### src/rtl/core/integer_clock_divider_planner_core_assert.svh
// Assertion helpers for the divider planner core
`ifndef INTEGER_CLOCK_DIVIDER_PLANNER_CORE_ASSERT_SVH
`define INTEGER_CLOCK_DIVIDER_PLANNER_CORE_ASSERT_SVH

// same-cycle implication
`define ICDP_ASSERT_NOW(lbl, ante, cons) \
    lbl: assert property (@(posedge i_clk) disable iff (!i_rst_n) (ante) |-> (cons)) \
        else $error("icdp assertion failed");

// next-cycle implication
`define ICDP_ASSERT_NEXT(lbl, ante, cons) \
    lbl: assert property (@(posedge i_clk) disable iff (!i_rst_n) (ante) |=> (cons)) \
        else $error("icdp assertion failed");

`endif

### src/rtl/core/icdp_pkg.sv
package icdp_pkg;

    localparam int RefW   = 28;
    localparam int MultW  = 8;
    localparam int RegW   = 30;
    localparam int BaseW  = 22;
    localparam int OptW   = 12;
    localparam int Num2W  = 31;
    localparam int Den2W  = 19;

    localparam logic [1:0] REG_REF_MIN    = 2'd0;
    localparam logic [1:0] REG_REF_MAX    = 2'd1;
    localparam logic [1:0] REG_OUT_MAX    = 2'd2;
    localparam logic [1:0] REG_VCO_CENTER = 2'd3;

    localparam logic [29:0] RESET_REF_MIN    = 30'd10000000;
    localparam logic [29:0] RESET_REF_MAX    = 30'd40000000;
    localparam logic [29:0] RESET_OUT_MAX    = 30'd200000000;
    localparam logic [29:0] RESET_VCO_CENTER = 30'd750000000;

    localparam logic [17:0] P1_MAX    = 18'h3FFFF;
    localparam logic [15:0] RATIO_MAX = 16'hFFFF;
    localparam logic [1:0]  DIV4_ON   = 2'd3;

    // floor(2^32 / 100), used for the divide-by-100
    localparam logic [25:0] RECIP_100 = 26'd42949672;

    typedef struct packed {
        logic            reject;
        logic            bypass;
        logic            base_zero;
        logic [1:0]      code;
        logic [OptW-1:0] optim;
    } t_side;

    typedef struct packed {
        logic        ratio_invalid;
        logic        out_integer;
        logic [1:0]  div_by_four;
        logic [17:0] out_p1;
        logic [15:0] out_ratio;
        logic        fb_integer;
        logic [17:0] fb_p1;
        logic [15:0] fb_ratio;
        logic [3:0]  prediv;
        logic [1:0]  prediv_code;
        logic        bypass;
        logic        status;
    } t_result;

endpackage

### src/rtl/core/icdp_front.sv
// Range checks, predivider choice, divided reference / 100
module icdp_front
    import icdp_pkg::*;
(
    input  logic             i_clk,
    input  logic             i_rst_n,
    input  logic             i_en,
    input  logic             i_vld,
    input  logic [RefW-1:0]  i_ref,
    input  logic [MultW-1:0] i_mult,
    input  logic [RegW-1:0]  i_ref_min,
    input  logic [RegW-1:0]  i_ref_max,
    input  logic [RegW-1:0]  i_out_max,
    output logic             o_vld,
    output t_side            o_side,
    output logic [BaseW-1:0] o_base
);

    logic [35:0] prod;
    logic        ge1, ge2, ge4, rej;
    logic [1:0]  code;

    always_comb begin
        prod = i_ref * i_mult;
        rej  = (i_mult == '0) || ({2'b0, i_ref} < i_ref_min) || (prod > {6'b0, i_out_max});
        ge4  = {4'b0, i_ref} >= {i_ref_max, 2'b0};
        ge2  = {4'b0, i_ref} >= {1'b0, i_ref_max, 1'b0};
        ge1  = {4'b0, i_ref} >= {2'b0, i_ref_max};
        priority if (ge4) code = 2'd3;
        else if (ge2)     code = 2'd2;
        else if (ge1)     code = 2'd1;
        else              code = 2'd0;
    end

    // stage 1
    logic            r_vld1;
    t_side           r_side1;
    logic [RefW-1:0] r_x1;

    always_ff @(posedge i_clk) begin
        if (!i_rst_n) r_vld1 <= 1'b0;
        else if (i_en) r_vld1 <= i_vld;
    end

    always_ff @(posedge i_clk) begin
        if (i_en) begin
            r_side1.reject    <= rej;
            r_side1.bypass    <= !rej && (i_mult == MultW'(1));
            r_side1.base_zero <= 1'b0;
            r_side1.code      <= code;
            r_side1.optim     <= {4'b0, i_mult} << ({1'b0, code} + 3'd1);
            r_x1              <= i_ref >> code;
        end
    end

    // stage 2: reciprocal estimate, low by at most one
    logic [53:0]      est;
    logic             r_vld2;
    t_side            r_side2;
    logic [RefW-1:0]  r_x2;
    logic [BaseW-1:0] r_q2;

    assign est = r_x1 * RECIP_100;

    always_ff @(posedge i_clk) begin
        if (!i_rst_n) r_vld2 <= 1'b0;
        else if (i_en) r_vld2 <= r_vld1;
    end

    always_ff @(posedge i_clk) begin
        if (i_en) begin
            r_side2 <= r_side1;
            r_x2    <= r_x1;
            r_q2    <= est[53:32];
        end
    end

    // stage 3: one-step correction
    logic [RefW-1:0]  rem;
    logic [BaseW-1:0] base;
    t_side            side3;
    logic             r_vld3;
    t_side            r_side3;
    logic [BaseW-1:0] r_base3;

    always_comb begin
        rem             = r_x2 - RefW'(r_q2) * RefW'(100);
        base            = r_q2 + BaseW'(rem >= RefW'(100));
        side3           = r_side2;
        side3.base_zero = (base == '0);
    end

    always_ff @(posedge i_clk) begin
        if (!i_rst_n) r_vld3 <= 1'b0;
        else if (i_en) r_vld3 <= r_vld2;
    end

    always_ff @(posedge i_clk) begin
        if (i_en) begin
            r_side3 <= side3;
            r_base3 <= base;
        end
    end

    assign o_vld  = r_vld3;
    assign o_side = r_side3;
    assign o_base = r_base3;

endmodule

### config.mk
export PLATFORM = sky130hd
export DESIGN_NAME = icdp_front
export DESIGN_NICKNAME = d
export VERILOG_FILES = /design/src/rtl/core/integer_clock_divider_planner_core_assert.svh /design/src/rtl/core/icdp_pkg.sv /design/src/rtl/core/icdp_front.sv
export SDC_FILE = /design/constraint.sdc
export NUM_CORES = 2
export LEC_CHECK = 0
export ABC_AREA = 0
export BUFFER_PORTS_ARGS = -buffer_cell sky130_fd_sc_hd__buf_2
export CAP_MARGIN = 0
export CORE_MARGIN = 2
export CORE_UTILIZATION = 41
export DETAILED_ROUTE_END_ITERATION = 8
export PLACE_DENSITY = 0.69
export SYNTH_ARGS = -nofsm -noshare
export SYNTH_HDL_FRONTEND = slang
export SYNTH_SLANG_ARGS = --single-unit
### constraint.sdc
create_clock -name i_clk -period 16.6 [get_ports i_clk]
set_input_delay 3.32 -clock i_clk [delete_from_list [all_inputs] [get_ports i_clk]]
set_output_delay 3.32 -clock i_clk [all_outputs]
set_load 0.02 [all_outputs]
==> flow_summary.toml <==
[status]
status = "completed"

[synthesis]
synth.largest_area_cell = "fa_1"
netlist-cell-type-count = 72
mappedNetlistArea_um2 = 29700
yosysTopAreaCellShare_pct = 27.7
async_reset_ff_share_pct = 0
synth.yosys.warnings = 0
synth_area_per_cell_um2 = 9.87
synth_ff_type = "edfxtp_1"
synth_edf_count = 147
synth_seq_cells = 150
syn-instance-count = 3005
yosysSeqAreaShare_pct = 15.1
postSynthNetCount = 4128
netlist_top_cells_area = "fa_1 28%, ha_1 25%, edfxtp_1 15%, inv_1 7.5%, nand2_1 2.4%"

[run]
max_cap_viol_count = 0

[finish]
drive_above_1_share_pct = 7.30
ff_latch_area_um2 = 4470
postLayoutCellArea_um2 = 32000
final.fill_count = 6791
antenna_cells = 0
finalNetCount = 4248
syn_to_final_growth_pct = 8.00
combined_area_of_the_multi_input_logic_cells_um2 = 22700

[clock_network]
htree_num_levels = 4
clock_tree_from_tritoncts = "done"
clkSlewWorstSetupHoldPaths_ns = 0.08
worstSkewPairLatency_ns = 0.48
ctsLongestPathBuffers = 2
post_cts_buffers = 0
ctsRootBufferMaster = "clkbuf_16"
holdBufCountCts = 0
clock_net_sink_count = 150
numCtsBuffers = 17
cts_resized = 0

[die]
fp.dieH_um = 273
num_rows = 98
floorplan.die_area_um2 = 74500
floorplan.die.width_um = 273
ios = 170
core_area_um2 = 71500
initial_utilization_pct = 41.5

[global_routing]
gr-usage-all-layers_pct = 20.9
grt_pass1_wl_um = 121000
grt_total_ovfl = 0
antenna_found_initial = 1
first_global_vias = 22200
pin_count_of_the_biggest_net_entering_global_routing = 99

[setup_path]
arrival_ns = 10.21
critPathLaunchType = "input port"
crit_type = "input port to flop"
worst-r2r-setup-slack_ns = 7.20
timing.critical_path.fanout_max = 31
worstPathRequired_ns = 16.83
timing.critical_path.to_type = "flop"

[placed_design]
placed_area_um2 = 31500
port_buffers = 169
dp_hpwl_um = 60600
globalplace.congestion = 0.894

[sta]
worst_slew_pin_slew_ns = 1.16
min_period_ns = 9.97
finalCritPeriodShare_pct = 60.1
worst_slew_margin_rel_pct = 22.4
rsz0062_at_grt = "false"
setup_tns_ns = 0
final-hold-violation-count = 0
achievable-frequency_mhz = 100
final-max-slew-violation-count = 0
worst_clock_skew_ns = 0.0133
report.final.setup_viol = 0

[detailed_routing]
routed_wirelength_um = 75700
drt-initial-drc-count = 1170
antenna_violating_nets_remaining = 0
drt-wirelength-per-cell_um = 18.5
vias = 21500
vias_per_cell = 5.27
dr_drc_count = 0
dr.pass1.iters = 6

[min_path]
min-delay-path-class = "flop to flop"
[metal layers]
| metal | GRT usage [%] | vias to the layer above | part of all wire, % | wire length (um) |
|---|---|---|---|---|
| met4 | 5.80 | 0 | 2.4 | 1820 |
| met3 | 3.05 | 96 | 5.3 | 4020 |
| met1 | 26.6 | 10600 | 41 | 31400 |
| met2 | 37.0 | 536 | 51 | 38500 |
| li1 | - | 10300 | - | - |
| met5 | 0 | - | 0 | 0 |
[synth_stat cells (all sizes together) (8+ instances only)]
cell type    n
inv        592
ha         582
fa         411
nand2      193
edfxtp     147
a21oi      142
nor2       119
and2        96
o21ai       83
a21o        78
xnor2       65
clkbuf      62
nand3       35
nor3        33
nand4       30
xor2        25
nor2b       24
o21a        23
mux2i       22
o22ai       22
nand2b      20
o21bai      19
a221oi      16
a211oi      15
buf         13
and3        10
a31oi        9
and4         9
o211ai       9
a211o        8
a21boi       8
nor4         8
o31ai        8
[final timing paths]
check	from	end	depth (start not counted)
max	i_mult[7]	r_side1[16]	26
min	r_side2[10]	o_side[10]	0
max reg2reg	r_q2[3]	o_side[14]	34
min reg2reg	r_side2[10]	o_side[10]	0
[metrics by stage]
step / hold slack [ns] / instances / worst slack [ns] / utilization (%)
global placement: 0.401 / 4056 / 6.27 / 44.0
finish: 0.419 / 4088 / 6.63 / 44.8
global route: 0.424 / 4088 / 6.15 / 44.8
floorplan: 0.400 / 3005 / 6.89 / -
CTS: 0.421 / 4088 / 6.68 / 44.8
detailed placement: 0.405 / 4056 / 6.16 / 44.0
[area by class of cell]
type,count,share of cell area [%]
clock buffers,17,1.33
clock inverters,15,0.379
inverters,592,6.94
multi-input cells,2188,70.8
flip-flops and latches,150,14.0
well taps,950,3.71
repair buffers,176,2.82
[registers in the layout, summed over array words and instances (netlist names)]
| name | flops |
|---|---|
| r_x1 | 28 |
| r_x2 | 26 |
| o_base | 22 |
| r_q2 | 22 |
| o_side | 17 |
| r_side1 | 16 |
| r_side2 | 16 |
| o_vld | 1 |
| r_vld1 | 1 |
| r_vld2 | 1 |
[worst max-delay path: stages]
cell	delay, ns
buf_2	0.52
nand2_1	0.18
fa_1	0.56
inv_1	0.05
fa_1	0.50
fa_1	0.51
fa_1	0.49
ha_1	0.25
nor3_1	0.33
o211a_1	0.28
o31ai_4	0.12
a21o_2	0.23
a21oi_1	0.21
nor2b_1	0.07
o21ai_0	0.17
nand2b_1	0.10
a311oi_1	0.28
nor2_1	0.07
ha_1	0.29
nand4_1	0.14
nor4_1	0.40
nand2_1	0.10
o21ai_0	0.24
nand4b_1	0.13
a311o_1	0.29
or3_1	0.34
[cell families (layout without fill, tap and decap cells)]
group,Yosys count,after routing,share of synthesized area (%)
AOI/OAI and AO/OA,478,478,10.5
xor gates and xnor gates,91,91,2.73
adders and majority gates,993,993,52.3
buffers and inverters,667,800,8.49
DFF,150,150,15.1
muxes,29,29,1.01
other,1,1,0.0126
and+or+nand+nor,596,596,9.85
[cell usage in the layout (no fill, tap or decap), types with 10 or more instances in the layout]
cell type,synthesis,routed
o21ai_0,80,80
and2_1,95,95
edfxtp_1,147,147
mux2i_1,22,22
a211oi_1,13,13
nor2_1,119,119
a21oi_1,141,141
nand2_1,193,193
nand4_1,29,29
clkbuf_16,0,17
ha_1,582,582
fa_1,411,411
nor3_1,32,32
o21a_1,23,23
and3_1,10,10
nand3_1,35,35
inv_1,592,592
xnor2_1,65,65
xor2_1,25,25
a21o_1,75,75
o21bai_1,19,19
o22ai_1,22,22
nand2b_1,20,20
a221oi_1,16,16
nor2b_1,24,24
buf_2,6,168
Power is left out: the tool's default activity adds up to more than one toggle a clock period on the data nets, which glitch-free logic cannot reach.
