File: src/rtl/core/integer_clock_divider_planner_core_assert.svh
// Assertion helpers for the divider planner core
`ifndef INTEGER_CLOCK_DIVIDER_PLANNER_CORE_ASSERT_SVH
`define INTEGER_CLOCK_DIVIDER_PLANNER_CORE_ASSERT_SVH

// same-cycle implication
`define ICDP_ASSERT_NOW(lbl, ante, cons) \
    lbl: assert property (@(posedge i_clk) disable iff (!i_rst_n) (ante) |-> (cons)) \
        else $error("icdp assertion failed");

// next-cycle implication
`define ICDP_ASSERT_NEXT(lbl, ante, cons) \
    lbl: assert property (@(posedge i_clk) disable iff (!i_rst_n) (ante) |=> (cons)) \
        else $error("icdp assertion failed");

`endif

File: src/rtl/core/icdp_pkg.sv
package icdp_pkg;

    localparam int RefW   = 28;
    localparam int MultW  = 8;
    localparam int RegW   = 30;
    localparam int BaseW  = 22;
    localparam int OptW   = 12;
    localparam int Num2W  = 31;
    localparam int Den2W  = 19;

    localparam logic [1:0] REG_REF_MIN    = 2'd0;
    localparam logic [1:0] REG_REF_MAX    = 2'd1;
    localparam logic [1:0] REG_OUT_MAX    = 2'd2;
    localparam logic [1:0] REG_VCO_CENTER = 2'd3;

    localparam logic [29:0] RESET_REF_MIN    = 30'd10000000;
    localparam logic [29:0] RESET_REF_MAX    = 30'd40000000;
    localparam logic [29:0] RESET_OUT_MAX    = 30'd200000000;
    localparam logic [29:0] RESET_VCO_CENTER = 30'd750000000;

    localparam logic [17:0] P1_MAX    = 18'h3FFFF;
    localparam logic [15:0] RATIO_MAX = 16'hFFFF;
    localparam logic [1:0]  DIV4_ON   = 2'd3;

    // floor(2^32 / 100), used for the divide-by-100
    localparam logic [25:0] RECIP_100 = 26'd42949672;

    typedef struct packed {
        logic            reject;
        logic            bypass;
        logic            base_zero;
        logic [1:0]      code;
        logic [OptW-1:0] optim;
    } t_side;

    typedef struct packed {
        logic        ratio_invalid;
        logic        out_integer;
        logic [1:0]  div_by_four;
        logic [17:0] out_p1;
        logic [15:0] out_ratio;
        logic        fb_integer;
        logic [17:0] fb_p1;
        logic [15:0] fb_ratio;
        logic [3:0]  prediv;
        logic [1:0]  prediv_code;
        logic        bypass;
        logic        status;
    } t_result;

endpackage

File: src/rtl/core/icdp_div.sv
// Restoring divider, one quotient bit per stage
module icdp_div
    import icdp_pkg::*;
#(
    parameter int NW = 30,
    parameter int DW = 22,
    parameter int PW = 8
) (
    input  logic          i_clk,
    input  logic          i_rst_n,
    input  logic          i_en,
    input  logic          i_vld,
    input  logic [NW-1:0] i_num,
    input  logic [DW-1:0] i_den,
    input  logic [PW-1:0] i_pay,
    output logic          o_vld,
    output logic [NW-1:0] o_quo,
    output logic [PW-1:0] o_pay
);

    logic [DW-1:0] r_rem [NW];
    logic [NW-1:0] r_quo [NW];
    logic [DW-1:0] r_den [NW];
    logic [PW-1:0] r_pay [NW];
    logic          r_vld [NW];

    for (genvar s = 0; s < NW; s++) begin : g_stg
        logic [DW-1:0] rem_in;
        logic [NW-1:0] quo_in;
        logic [DW-1:0] den_in;
        logic [PW-1:0] pay_in;
        logic          vld_in;
        logic [DW:0]   trial;
        logic          take;

        if (s == 0) begin : g_first
            assign rem_in = '0;
            assign quo_in = i_num;
            assign den_in = i_den;
            assign pay_in = i_pay;
            assign vld_in = i_vld;
        end else begin : g_rest
            assign rem_in = r_rem[s-1];
            assign quo_in = r_quo[s-1];
            assign den_in = r_den[s-1];
            assign pay_in = r_pay[s-1];
            assign vld_in = r_vld[s-1];
        end

        assign trial = {rem_in, quo_in[NW-1]};
        assign take  = (trial >= {1'b0, den_in});

        always_ff @(posedge i_clk) begin
            if (!i_rst_n) begin
                r_vld[s] <= 1'b0;
            end else if (i_en) begin
                r_vld[s] <= vld_in;
            end
        end

        always_ff @(posedge i_clk) begin
            if (i_en) begin
                r_rem[s] <= take ? DW'(trial - {1'b0, den_in}) : trial[DW-1:0];
                r_quo[s] <= {quo_in[NW-2:0], take};
                r_den[s] <= den_in;
                r_pay[s] <= pay_in;
            end
        end
    end

    assign o_vld = r_vld[NW-1];
    assign o_quo = r_quo[NW-1];
    assign o_pay = r_pay[NW-1];

endmodule

File: config.mk
export PLATFORM = sky130hd
export DESIGN_NAME = icdp_div
export DESIGN_NICKNAME = d
export VERILOG_FILES = /design/src/rtl/core/integer_clock_divider_planner_core_assert.svh /design/src/rtl/core/icdp_pkg.sv /design/src/rtl/core/icdp_div.sv
export SDC_FILE = /design/constraint.sdc
export NUM_CORES = 2
export LEC_CHECK = 0
export BUFFER_PORTS_ARGS = -buffer_cell sky130_fd_sc_hd__buf_2
export CORE_ASPECT_RATIO = 1.5
export CORE_MARGIN = 4
export CORE_UTILIZATION = 25
export CTS_CLUSTER_SIZE = 16
export DETAILED_ROUTE_END_ITERATION = 16
export PLACE_DENSITY = 0.38
export SLEW_MARGIN = 20
export SYNTH_ARGS = -nofsm -noshare
export SYNTH_HDL_FRONTEND = slang
export SYNTH_SLANG_ARGS = --single-unit
File: constraint.sdc
create_clock -name i_clk -period 6.25 [get_ports i_clk]
set_clock_uncertainty 0.2 [all_clocks]
set_input_delay 1.25 -clock i_clk [delete_from_list [all_inputs] [get_ports i_clk]]
set_output_delay 1.25 -clock i_clk [all_outputs]
set_load 0.005 [all_outputs]
==> out/qor.log <==
qor: power.p_comb_frac 0.351
qor: final_layout.instances_no_fill 14543
qor: global_routing.grtUsageMet2 0.239
qor: yosys.netlist_instances 8093
qor: global_routing.global_route.usage.met1 0.0959
qor: worst_setup_path.worstPathRequired 6660 ps
qor: yosys.register_bit_total_from_synthesis 2446
qor: cts.cts.path.max_buffers 4
qor: floorplan.die_w 553 um
qor: power.power_frac_clock 0.261
qor: yosys.netlist_area 0.111 mm^2
qor: floorplan.die_h 825 um
qor: global_routing.use_met3 0.0172
qor: detailed_routing.routedWlPerCell 17.9 um
qor: yosys.synth.yosys.warnings 0
qor: worst_setup_path.arrival_time_of_the_worst_setup_path 5180 ps
qor: floorplan.placementRows 299
qor: global_routing.grt_max_degree 164
qor: global_routing.grt_antenna_before_repair 6
qor: cts.numClockSinks 2446
qor: timing.finalSetupViolCount 0
qor: power.share_of_total_power_consumed_by_net_switching 0.338
qor: timing.worst_pin_slew 1060 ps
qor: floorplan.floorplan.io_pins 103
qor: cts.postCtsResizedCells 0
qor: global_routing.gr-max-usage-layer met2
qor: detailed_routing.vias_per_cell 4.36
qor: worst_setup_path.cp-start-kind flop
qor: power.power_density 488 mW/mm^2
qor: global_routing.first_pass_grt_wire_length 397000 um
qor: final_layout.final_cell_mix sky130_fd_sc_hd__edfxtp_1 (2445), sky130_fd_sc_hd__inv_1 (813), sky130_fd_sc_hd__ha_1 (640)
qor: yosys.seq_area_frac_synth 0.660
qor: detailed_routing.detailroute.via_count 63470
qor: job.maxCapViolCount 0
qor: cts.cts.root.buffer_cell sky130_fd_sc_hd__clkbuf_16
qor: global_routing.grt_overflow 0
qor: worst_setup_path.category_of_the_most_critical_setup_path reg -> reg
qor: power.power.share.sequential 0.387
qor: floorplan.design.die.area 0.456 mm^2
qor: yosys.synth.area.top_cells sky130_fd_sc_hd__edfxtp_1 (66%), sky130_fd_sc_hd__ha_1 (7.2%), sky130_fd_sc_hd__inv_1 (2.7%)
qor: timing.fin_crit_sh 0.763
qor: global_routing.groute.usage.overall 0.111
qor: cts.cts_hold_buf 0
qor: worst_setup_path.setup.worst_path.end_class flop
qor: power.switchingPower 21200 uW
qor: cts.clock_tree.htree_level_count 5
qor: placed_design.io_buffer_count 102
qor: timing.timing.final.max_slew_violations 0
qor: yosys.number_of_distinct_library_cell_variants_in_the_gate_level_netlist_after_synthesis 79
qor: power.total_leakage_power 0.0488 uW
qor: placed_design.placed_cells 14026
qor: final_layout.post_route_cells_drive_above_1_share 0.103
qor: yosys.synth-async-reset-ratio 0
qor: detailed_routing.initialDrtViolationCount 2811
qor: hold_path.worst_hold_path_type reg -> reg
qor: status.status complete, no violations
qor: detailed_routing.drc_errors 0
qor: final_layout.commonest_non_fill_non_tap_cell_in_the_layout sky130_fd_sc_hd__edfxtp_1
qor: power.internal_power 41600 uW
qor: timing.rsz0062_at_grt false
qor: detailed_routing.antenna_left 0
qor: cts.clkSlewWorstSetupHoldPaths 60 ps
qor: timing.fmax 210 MHz
qor: worst_setup_path.crit_path_max_fanout 23
qor: cts.tritoncts.num_buffers 283
qor: timing.timing.setup.tns 0 ps
qor: detailed_routing.wirelength 260000 um
qor: cts.post-cts-setup-buffer-count 0
qor: yosys.number_of_synthesized_flops_with_an_enable_pin 2445
qor: yosys.netlist.area_leader.share 0.660
qor: cts.insertion_delay 940 ps
qor: floorplan.coreArea 0.443 mm^2
qor: placed_design.postPlaceCellArea 0.120 mm^2
qor: final_layout.finish.instance_area 0.129 mm^2
qor: yosys.postSynth.topFlopCell sky130_fd_sc_hd__edfxtp_1
qor: final_layout.area_growth_syn_to_layout 15.8%
qor: placed_design.detailed_place_hpwl 189000 um
qor: timing.number_of_hold_slack_violations_in_the_final_timing_report 0
qor: timing.period_minus_slack 4770 ps
qor: detailed_routing.dr.pass1.iters 5
qor: global_routing.first_global_vias 68111
qor: yosys.synth.net_count 8825
qor: yosys.synth_largest_area_cell sky130_fd_sc_hd__edfxtp_1
qor: timing.relSlewSlack 0.277
qor: final_layout.finalNetCount 9175
qor: power.worst_ir_drop_vdd 0.203 mV
qor: placed_design.place.gp.congestion 0.837
qor: yosys.synth_area_per_cell 13.7 um^2
qor: cts.cts_tree done
qor: floorplan.initial_core_util 0.251
==> flip-flops by register name (all words and copies together), names as in the netlist <==
signal	cells
r_vld	30
r_rem	638
r_quo	900
r_den	638
r_pay	240
==> area by class of cell <==
| cell class | count | area, um^2 |
|---|---|---|
| timing repair buffer | 195 | 1520 |
| clock buffer | 349 | 7480 |
| inverter | 813 | 3050 |
| sequential | 2446 | 73400 |
| tap | 5869 | 7340 |
| antenna | 2 | 5.00 |
| multi-input combinational | 4704 | 34400 |
| clock inverter | 165 | 1540 |
| fill | 44451 | 314000 |
==> power by group through the flow <==
stage | registers (uW) | clock network, uW | logic [uW]
2_1_floorplan | 23800 | 0 | 16500
3_3_place_gp | 24800 | 0 | 21900
3_5_place_dp | 24800 | 0 | 22200
4_1_cts | 24400 | 17300 | 22400
5_1_grt | 24600 | 18000 | 24600
6_report | 24300 | 16400 | 22100
==> per-stage QoR <==
stage          power (uW)  hold slack (ps)  utilization  worst slack [ps]
4_1_cts             64200              147        0.291              1370
3_3_place_gp        46700              200        0.271              1420
3_5_place_dp        47000              205        0.271              1400
5_1_grt             67200              195        0.291              1160
6_report            62800              186        0.291              1480
2_1_floorplan       40300              200            -              2390
==> cells in the mapped netlist, types with 11 or more instances <==
cell and instances:
sky130_fd_sc_hd__and3_1 61, sky130_fd_sc_hd__a31o_2 15, sky130_fd_sc_hd__or4_1 11, sky130_fd_sc_hd__o21a_1 87, sky130_fd_sc_hd__ha_1 640, sky130_fd_sc_hd__and4_1 18, sky130_fd_sc_hd__o211ai_1 34, sky130_fd_sc_hd__mux2i_1 27
sky130_fd_sc_hd__a21oi_1 546, sky130_fd_sc_hd__edfxtp_1 2445, sky130_fd_sc_hd__xor2_1 183, sky130_fd_sc_hd__nand3b_1 11, sky130_fd_sc_hd__xnor2_1 305, sky130_fd_sc_hd__o31a_1 31, sky130_fd_sc_hd__nand4_1 69, sky130_fd_sc_hd__o31ai_1 42
sky130_fd_sc_hd__a21boi_0 27, sky130_fd_sc_hd__a21o_1 285, sky130_fd_sc_hd__nand2b_1 80, sky130_fd_sc_hd__a41oi_1 14, sky130_fd_sc_hd__inv_1 813, sky130_fd_sc_hd__clkbuf_1 111, sky130_fd_sc_hd__nand3_1 109, sky130_fd_sc_hd__buf_2 12
sky130_fd_sc_hd__nor2_1 375, sky130_fd_sc_hd__a31oi_1 46, sky130_fd_sc_hd__a221oi_1 22, sky130_fd_sc_hd__mux2_2 245, sky130_fd_sc_hd__nor3_1 84, sky130_fd_sc_hd__a2111oi_0 17, sky130_fd_sc_hd__fa_1 28, sky130_fd_sc_hd__or3_1 31
sky130_fd_sc_hd__nand2_1 452, sky130_fd_sc_hd__or2_2 16, sky130_fd_sc_hd__and2_1 29, sky130_fd_sc_hd__o21ai_0 419, sky130_fd_sc_hd__a211oi_1 45, sky130_fd_sc_hd__o21bai_1 75, sky130_fd_sc_hd__nor2b_1 72, sky130_fd_sc_hd__nor4_1 28
==> final timing paths <==
path | slack (ps) | depth (start not counted) | end | startpoint
setup / recovery | 1480 | 12 | r_rem[0][155]$_DFFE_PP_ | r_rem[0][132]$_DFFE_PP_
hold / removal | 190 | 0 | r_quo[1][48]$_DFFE_PP_ | r_quo[1][17]$_DFFE_PP_
setup reg to reg | 1480 | 12 | r_rem[0][155]$_DFFE_PP_ | r_rem[0][132]$_DFFE_PP_
hold reg to reg | 190 | 0 | r_quo[1][48]$_DFFE_PP_ | r_quo[1][17]$_DFFE_PP_
==> cell families after synthesis <==
family | share of synthesized area
DFF | 0.660
xor gates and xnor gates | 0.0384
adders and majority gates | 0.0770
buffers and inverters | 0.0320
muxes | 0.0272
and+or+nand+nor | 0.0625
AOI/OAI and AO/OA | 0.103
==> routing by layer <==
| layer | routed length [um] | vias up |
|---|---|---|
| met5 | 0 | - |
| li1 | - | 30761 |
| met3 | 8360 | 565 |
| met2 | 156000 | 953 |
| met4 | 13000 | 0 |
| met1 | 83300 | 31191 |
==> worst max-delay path, stage by stage (launching register included) <==
cell	delay [ps]
sky130_fd_sc_hd__edfxtp_1	430
sky130_fd_sc_hd__ha_1	330
sky130_fd_sc_hd__nor2b_1	130
sky130_fd_sc_hd__o21a_1	170
sky130_fd_sc_hd__o21ai_0	250
sky130_fd_sc_hd__a21oi_1	180
sky130_fd_sc_hd__o41ai_1	870
sky130_fd_sc_hd__o21ai_0	580
sky130_fd_sc_hd__o21a_1	320
sky130_fd_sc_hd__o21ai_0	170
sky130_fd_sc_hd__a22o_1	170
sky130_fd_sc_hd__buf_4	330
sky130_fd_sc_hd__mux2_2	380
Note: power is estimated with default switching activity, not from simulation.
