==> src/rtl/core/integer_clock_divider_planner_core_assert.svh <==
// Assertion helpers for the divider planner core
`ifndef INTEGER_CLOCK_DIVIDER_PLANNER_CORE_ASSERT_SVH
`define INTEGER_CLOCK_DIVIDER_PLANNER_CORE_ASSERT_SVH

// same-cycle implication
`define ICDP_ASSERT_NOW(lbl, ante, cons) \
    lbl: assert property (@(posedge i_clk) disable iff (!i_rst_n) (ante) |-> (cons)) \
        else $error("icdp assertion failed");

// next-cycle implication
`define ICDP_ASSERT_NEXT(lbl, ante, cons) \
    lbl: assert property (@(posedge i_clk) disable iff (!i_rst_n) (ante) |=> (cons)) \
        else $error("icdp assertion failed");

`endif

==> src/rtl/core/icdp_pkg.sv <==
package icdp_pkg;

    localparam int RefW   = 28;
    localparam int MultW  = 8;
    localparam int RegW   = 30;
    localparam int BaseW  = 22;
    localparam int OptW   = 12;
    localparam int Num2W  = 31;
    localparam int Den2W  = 19;

    localparam logic [1:0] REG_REF_MIN    = 2'd0;
    localparam logic [1:0] REG_REF_MAX    = 2'd1;
    localparam logic [1:0] REG_OUT_MAX    = 2'd2;
    localparam logic [1:0] REG_VCO_CENTER = 2'd3;

    localparam logic [29:0] RESET_REF_MIN    = 30'd10000000;
    localparam logic [29:0] RESET_REF_MAX    = 30'd40000000;
    localparam logic [29:0] RESET_OUT_MAX    = 30'd200000000;
    localparam logic [29:0] RESET_VCO_CENTER = 30'd750000000;

    localparam logic [17:0] P1_MAX    = 18'h3FFFF;
    localparam logic [15:0] RATIO_MAX = 16'hFFFF;
    localparam logic [1:0]  DIV4_ON   = 2'd3;

    // floor(2^32 / 100), used for the divide-by-100
    localparam logic [25:0] RECIP_100 = 26'd42949672;

    typedef struct packed {
        logic            reject;
        logic            bypass;
        logic            base_zero;
        logic [1:0]      code;
        logic [OptW-1:0] optim;
    } t_side;

    typedef struct packed {
        logic        ratio_invalid;
        logic        out_integer;
        logic [1:0]  div_by_four;
        logic [17:0] out_p1;
        logic [15:0] out_ratio;
        logic        fb_integer;
        logic [17:0] fb_p1;
        logic [15:0] fb_ratio;
        logic [3:0]  prediv;
        logic [1:0]  prediv_code;
        logic        bypass;
        logic        status;
    } t_result;

endpackage

==> src/rtl/core/icdp_encode.sv <==
// Feedback ratio product, P1 encoding, saturation and flags
module icdp_encode
    import icdp_pkg::*;
(
    input  logic             i_clk,
    input  logic             i_rst_n,
    input  logic             i_en,
    input  logic             i_vld,
    input  t_side            i_side,
    input  logic [Num2W-1:0] i_quo,
    output logic             o_vld,
    output t_result          o_res
);

    // stage E1
    logic                    r_vld1;
    t_side                   r_side1;
    logic [Num2W+OptW-1:0]   r_msn;
    logic [Num2W:0]          r_ms;

    always_ff @(posedge i_clk) begin
        if (!i_rst_n) r_vld1 <= 1'b0;
        else if (i_en) r_vld1 <= i_vld;
    end

    always_ff @(posedge i_clk) begin
        if (i_en) begin
            r_side1 <= i_side;
            r_msn   <= i_quo * i_side.optim;
            r_ms    <= {i_quo, 1'b0};
        end
    end

    // stage E2
    t_result     res;
    logic        bad;
    logic [10:0] fa, ma;

    always_comb begin
        res = '0;
        bad = 1'b0;
        fa  = r_msn[10:0] - 11'd4;
        ma  = r_ms[10:0] - 11'd4;
        if (r_side1.reject) begin
            res.status = 1'b1;
        end else if (r_side1.bypass) begin
            res.bypass = 1'b1;
            res.prediv = 4'd1;
        end else begin
            res.prediv_code = r_side1.code;
            res.prediv      = 4'd1 << r_side1.code;
            if (r_side1.base_zero) begin
                bad           = 1'b1;
                res.fb_ratio  = RATIO_MAX;
                res.fb_p1     = P1_MAX;
                res.out_ratio = RATIO_MAX;
                res.out_p1    = P1_MAX;
            end else begin
                if (r_msn < 43'd16 || r_msn > 43'd90) bad = 1'b1;
                res.fb_ratio = (r_msn > 43'(RATIO_MAX)) ? RATIO_MAX : r_msn[15:0];
                if (r_msn < 43'd4) begin
                    bad = 1'b1;
                end else if (r_msn > 43'd2051) begin
                    bad       = 1'b1;
                    res.fb_p1 = P1_MAX;
                end else begin
                    res.fb_p1 = {fa, 7'b0};
                end
                res.out_ratio = (r_ms > 32'(RATIO_MAX)) ? RATIO_MAX : r_ms[15:0];
                if (r_ms > 32'(RATIO_MAX)) bad = 1'b1;
                if (r_ms == 32'd4) begin
                    res.div_by_four = DIV4_ON;
                end else if (r_ms < 32'd4) begin
                    bad = 1'b1;
                end else if (r_ms > 32'd2051) begin
                    bad        = 1'b1;
                    res.out_p1 = P1_MAX;
                end else begin
                    res.out_p1 = {ma, 7'b0};
                end
            end
            res.fb_integer    = (res.fb_p1[7:0] == '0);
            res.out_integer   = (res.out_p1[7:0] == '0);
            res.ratio_invalid = bad;
        end
    end

    logic    r_vld2;
    t_result r_res;

    always_ff @(posedge i_clk) begin
        if (!i_rst_n) r_vld2 <= 1'b0;
        else if (i_en) r_vld2 <= r_vld1;
    end

    always_ff @(posedge i_clk) begin
        if (i_en) r_res <= res;
    end

    assign o_vld = r_vld2;
    assign o_res = r_res;

endmodule

==> config.mk <==
export PLATFORM = sky130hd
export DESIGN_NAME = icdp_encode
export DESIGN_NICKNAME = d
export VERILOG_FILES = /design/src/rtl/core/integer_clock_divider_planner_core_assert.svh /design/src/rtl/core/icdp_pkg.sv /design/src/rtl/core/icdp_encode.sv
export SDC_FILE = /design/constraint.sdc
export NUM_CORES = 1
export LEC_CHECK = 0
export BUFFER_PORTS_ARGS = -buffer_cell sky130_fd_sc_hd__buf_4
export CAP_MARGIN = 20
export CORE_ASPECT_RATIO = 0.75
export CORE_UTILIZATION = 55
export CTS_BUF_LIST = sky130_fd_sc_hd__clkbuf_8
export CTS_CLUSTER_DIAMETER = 150
export DETAILED_ROUTE_END_ITERATION = 12
export PLACE_DENSITY = 0.84
export SLEW_MARGIN = 20
export SYNTH_ARGS = -nofsm -noshare
export SYNTH_HDL_FRONTEND = slang
export SYNTH_SLANG_ARGS = --single-unit
==> constraint.sdc <==
create_clock -name i_clk -period 15.9 [get_ports i_clk]
set_input_delay 0.795 -clock i_clk [delete_from_list [all_inputs] [get_ports i_clk]]
set_output_delay 0.795 -clock i_clk [all_outputs]
set_load 0.05 [all_outputs]
==> results of run 1 <==
-- through the flow --
step / hold WS, ns / utilization / setup slack [ns]
detailed placement: 0.507 / 0.593 / 9.34
floorplan: 0.482 / - / 9.89
global placement: 0.496 / 0.593 / 9.50
CTS: 0.470 / 0.608 / 9.82
finish: 0.493 / 0.608 / 9.68
global route: 0.469 / 0.608 / 9.50
-- synth_stat cells, types with 5 or more instances --
| cell type | instances |
|---|---|
| nand3_1 | 10 |
| xor2_1 | 15 |
| and3_1 | 9 |
| o21a_1 | 9 |
| buf_4 | 15 |
| clkbuf_1 | 90 |
| edfxtp_1 | 146 |
| a31oi_1 | 13 |
| o211ai_1 | 5 |
| nor2_1 | 62 |
| nand4_1 | 14 |
| a21o_1 | 21 |
| nor3_1 | 18 |
| inv_1 | 349 |
| xnor2_1 | 32 |
| ha_1 | 84 |
| a21oi_1 | 49 |
| fa_1 | 290 |
| nor2b_1 | 9 |
| o21ai_0 | 49 |
| o21bai_1 | 5 |
| nor4_1 | 21 |
| or4_1 | 5 |
| a211oi_1 | 9 |
| nand2_1 | 314 |
| and2_1 | 118 |
| or3_1 | 5 |
-- worst max-delay path: stages --
cell and delay [ns]:
buf_4 0.35, nand2_1 0.14, fa_1 0.55, inv_1 0.05
fa_1 0.48, fa_1 0.54, fa_1 0.58, inv_1 0.07
fa_1 0.54, inv_1 0.04, ha_1 0.41, nand2_1 0.11
o21ai_0 0.26, a31oi_1 0.16, or4_1 0.65, a21oi_2 0.31
nor4_1 0.11, a2111oi_2 0.29
-- state kept, by name, indices dropped and copies added, names as in the netlist --
signal / count
r_ms: 31
r_side1: 5
r_msn: 43
o_res: 67
r_vld1: 1
o_vld: 1
-- cells by family after synthesis --
kind of cell | Yosys count | share of synthesized area
AND/OR/NAND/NOR | 596 | 0.158
buffers and inverters | 459 | 0.102
adder cells (fa/ha/maj) | 374 | 0.391
AO/OA/AOI/OAI | 193 | 0.0704
flip-flops | 148 | 0.253
XOR/XNOR | 47 | 0.0235
multiplexers | 3 | 0.00171
-- path summary, 6_finish.rpt --
path                      startpoint                      end  slack (ns)  cells after the start
setup / recovery           i_side[8]      r_msn[39]$_DFFE_PP_        9.68                     18
hold / removal            i_side[16]    r_side1[16]$_DFFE_PP_        0.49                      1
setup reg to reg  r_msn[2]$_DFFE_PP_  o_res[36]$_SDFFCE_PP0P_       12.91                      9
hold reg to reg   o_vld$_SDFFE_PN0P_       o_vld$_SDFFE_PN0P_        0.53                      2
-- metal layers --
metal / track usage / vias to the layer above / part of all wire
met5: 0 / - / 0
met4: 0.101 / 0 / 0.028
met3: 0.0458 / 101 / 0.091
met2: 0.445 / 718 / 0.48
met1: 0.350 / 6443 / 0.40
li1: - / 5754 / -
-- area by class of cell --
| class | count | share of cell area |
|---|---|---|
| Inverter | 349 | 0.0688 |
| Sequential cell | 148 | 0.232 |
| Tap cell | 406 | 0.0267 |
| Clock buffer | 17 | 0.0123 |
| Timing Repair Buffer | 136 | 0.0538 |
| Multi-Input combinational cell | 1213 | 0.594 |
| Clock inverter | 15 | 0.0123 |
==> impl_metrics.py, run 1 <==
metrics = {
    "critical_path": {
        "critical_path_class": "in2reg",
        "critical_path_peak_fanout": 31,
        "startpoint_type": "input pin",
        "required_ns": 16.18,
        "end_kind": "flip-flop",
        "worstPathArrival_ns": 6.49,
    },
    "global_route": {
        "gr-total-overflow": 0,
        "grtUsageTotal": 0.266,
        "grt_max_degree": 80,
        "first_global_vias": 13635,
        "antenna_found_initial": 0,
        "grt_first_pass_wirelength_um": 68200,
    },
    "place": {
        "gp_congestion": 0.950,
        "dp_cells": 2252,
        "portBuffers": 133,
        "dpl_cell_area_um2": 18600,
        "hpwl_um": 30100,
    },
    "route": {
        "route.detailed.drc": 0,
        "num_vias": 13016,
        "dr.pass1.iters": 6,
        "drtIter0Drc": 1131,
        "avgRoutedWirePerCell_um": 17.7,
        "avgViaCountPerCell": 5.70,
        "ant_nets": 0,
        "routed_wl_um": 40500,
    },
    "floorplan": {
        "initial_core_util": 0.559,
        "core_region_area_um2": 31300,
        "die_width_um": 208,
        "die_h_um": 157,
        "rows": 56,
        "die-area_um2": 32600,
        "io-pin-count": 134,
    },
    "timing": {
        "rsz0062_at_grt": "false",
        "period_minus_slack_ns": 6.22,
        "worstMarginPinSlew_ns": 0.963,
        "fin_tns_setup_ns": 0,
        "maxClockFrequency_mhz": 161,
        "fin_skew_ns": 0.0210,
        "slew_headroom": 0.358,
        "finalSetupViolCount": 0,
        "hold_viol_final": 0,
        "finalCritPeriodShare": 0.391,
        "slew_violations": 0,
    },
    "finish": {
        "drive_gt1_frac": 0.0927,
        "syn_to_final_growth_pct": 8.67,
        "fin_cells": 2284,
        "fin_area_um2": 19000,
        "fin_nets": 2291,
        "seq_area_um2": 4420,
        "num-fill-cells": 2492,
        "mostFrequentLayoutCell": "inv_1",
        "multiInputGateArea_um2": 11300,
        "final_cell_mix": "349 x inv_1, 314 x nand2_1, 290 x fa_1",
        "diodes": 0,
    },
    "clocking": {
        "cts-root-buf": "clkbuf_8",
        "cts-resized-gates": 0,
        "insertion_delay_ns": 0.47,
        "holdBufCountCts": 0,
        "cts_buffers": 17,
        "clk_pin_slew_ns": 0.10,
        "cts_sinks": 148,
        "post_cts_buffers": 0,
        "htree_levels": 4,
        "cts_tree": "built",
        "clockBufferDepth": 2,
    },
    "synth": {
        "avgSynthCellArea_um2": 9.63,
        "yosys_warnings": 0,
        "netlist_instances": 1820,
        "synth_top_area_frac": 0.331,
        "async_reset_ff_frac": 0,
        "ys.flop_type": "edfxtp_1",
        "synth_largest_area_cell": "fa_1",
        "yosysUniqueCellTypes": 56,
        "ys_seq_area_frac": 0.253,
        "synth_fp_nets": 2246,
        "ys_seq_elements": 148,
        "synth.area.top_cells": "fa_1 33%, edfxtp_1 25%, inv_1 7.5%",
        "syn_area_um2": 17500,
        "synth-edff-count": 146,
    },
    "run": {
        "maxCapViolations": 0,
    },
    "min_path": {
        "hold_class": "in2reg",
    },
    "status": {
        "status": "completed",
    },
}
Power of run 1 is not shown: default switching activity piles up to over one toggle a cycle in this logic, so the estimate is an artifact.
==> run 2: changes to the inputs <==
==> constraint.sdc (replaced) <==
create_clock -name i_clk -period 6.2 [get_ports i_clk]
set_input_delay 0.31 -clock i_clk [delete_from_list [all_inputs] [get_ports i_clk]]
set_output_delay 0.31 -clock i_clk [all_outputs]
set_load 0.05 [all_outputs]
==> run 2 against run 1 <==
Against the previous run: sequential cell count unchanged; routed wire length increased by 1.3%; hold slack got worse by 0.45 ns; core utilization about the same; global-route usage increased by 0.78 points; cell count increased by 0.26%; die area unchanged; clock-buffer cell count unchanged.
==> impl_metrics.py, run 2 (synthesis gave the netlist of run 1 again) <==
metrics = {
    "status": {
        "status": "completed",
    },
    "critical_path": {
        "critical-path-slowest-cell": "or4_1",
        "required_ns": 6.48,
        "worstPathArrival_ns": 5.93,
        "cp_common_cell": "fa_1",
        "cpPeakStageDelay_ns": 0.65,
        "startpoint_type": "input pin",
        "critical_path_peak_fanout": 31,
        "end_kind": "flip-flop",
        "critical_path_class": "in2reg",
        "path_cells": "buf_4 > nand2_1 > fa_1 > inv_1 > fa_1 > fa_1 > fa_1 > inv_1 > fa_1 > inv_1 > ha_1 > nand2_1 > o21ai_0 > a31oi_1 > or4_1 > a21oi_2 > nor4_1 > a2111oi_2",
    },
    "finish": {
        "syn_to_final_growth_pct": 8.71,
        "mostFrequentLayoutCell": "inv_1",
        "largest_reg_flops": 67,
        "final_cell_mix": "349 x inv_1, 314 x nand2_1, 290 x fa_1",
        "fin_nets": 2297,
        "drive_gt1_frac": 0.0924,
        "diodes": 0,
    },
    "clocking": {
        "cts_tree": "built",
        "cts_sinks": 148,
        "htree_levels": 4,
        "cts_buffers": 17,
        "insertion_delay_ns": 0.48,
        "cts-root-buf": "clkbuf_8",
        "clk_pin_slew_ns": 0.10,
        "clockBufferDepth": 2,
    },
    "timing": {
        "slew_headroom": 0.358,
        "worstMarginPinSlew_ns": 0.963,
        "finalSetupViolCount": 0,
        "fin_skew_ns": 0.0265,
        "hold_viol_final": 0,
        "maxClockFrequency_mhz": 177,
        "finalCritPeriodShare": 0.912,
        "slew_violations": 0,
        "fin_tns_setup_ns": 0,
        "rsz0062_at_grt": "false",
        "period_minus_slack_ns": 5.66,
    },
    "route": {
        "route.detailed.drc": 0,
        "avgRoutedWirePerCell_um": 17.9,
        "avgViaCountPerCell": 5.71,
        "num_vias": 13083,
        "routed_wl_um": 41000,
        "ant_nets": 0,
        "drtIter0Drc": 1250,
        "dr.pass1.iters": 6,
    },
    "min_path": {
        "hold_class": "in2reg",
    },
    "global_route": {
        "grt_first_pass_wirelength_um": 70000,
        "grt_max_degree": 80,
        "antenna_found_initial": 0,
        "first_global_vias": 13931,
        "grtUsageTotal": 0.274,
        "gr-total-overflow": 0,
    },
    "floorplan": {
        "die_width_um": 208,
        "die_h_um": 157,
        "die-area_um2": 32600,
        "core_region_area_um2": 31300,
        "initial_core_util": 0.559,
        "io-pin-count": 134,
        "rows": 56,
    },
    "place": {
        "portBuffers": 133,
        "hpwl_um": 30700,
        "gp_congestion": 0.953,
    },
    "run": {
        "maxCapViolations": 0,
    },
}
-- run 2: cell types whose count changed in the layout (fill, tap and decap cells not counted) --
cell	previous run	this run
bufinv_16	4	2
clkinv_4	2	1
inv_6	4	6
clkinv_1	0	1
buf_4	135	136
clkinvlp_4	0	1
dlygate4sd3_1	0	5
inv_8	4	3
-- run 2: path summary, 6_finish.rpt --
kind | start | to | slack [ns] | cells past startpoint
setup reg to reg | r_msn[2]$_DFFE_PP_ | o_res[34]$_SDFFCE_PP0P_ | 3.22 | 9
setup / recovery | i_side[8] | r_msn[39]$_DFFE_PP_ | 0.54 | 18
hold / removal | i_rst_n | o_vld$_SDFFE_PN0P_ | 0.04 | 2
hold reg to reg | o_vld$_SDFFE_PN0P_ | o_vld$_SDFFE_PN0P_ | 0.53 | 2
-- run 2: per-layer routing --
layer | global-route usage | wire length [um]
met5 | 0 | 0
met4 | 0.0917 | 1080
met3 | 0.0546 | 3610
met2 | 0.461 | 19900
met1 | 0.357 | 16500
-- run 2: layout make-up --
cell class | count | area, um^2
clock inverter | 15 | 183
sequential | 148 | 4420
fill | 2498 | 12300
tap | 406 | 508
inverter | 349 | 1310
clock buffer | 17 | 234
multi-input combinational | 1213 | 11300
timing repair buffer | 142 | 1080
-- run 2: through the flow --
step	hold slack (ns)	std cells	area, um^2	worst slack [ns]	utilization
floorplan	0.409	1820	17500	0.671	-
global placement	0.490	2253	18600	0.290	0.593
detailed placement	0.489	2253	18600	0.131	0.593
CTS	0.0195	2290	19000	0.640	0.608
global route	0.0553	2290	19000	0.286	0.608
finish	0.0426	2290	19000	0.543	0.608
-- run 2: what timing repair did --
| item | 4_1_cts | 5_1_grt |
|---|---|---|
| hold buffers | 5 | 0 |
| resized for setup | 0 | 0 |
| setup buffers | 0 | 0 |
| hold endpoints to repair | 5 | 0 |
-- run 2: worst max-delay path: cells and delay by family --
kind                       cells  cell delay, ns
AOI/OAI and AO/OA              4            0.98
buffers and inverters          4            0.51
adders and majority gates      6            3.11
and+or+nand+nor                4            1.01
Power of run 2 is left out for the same reason.
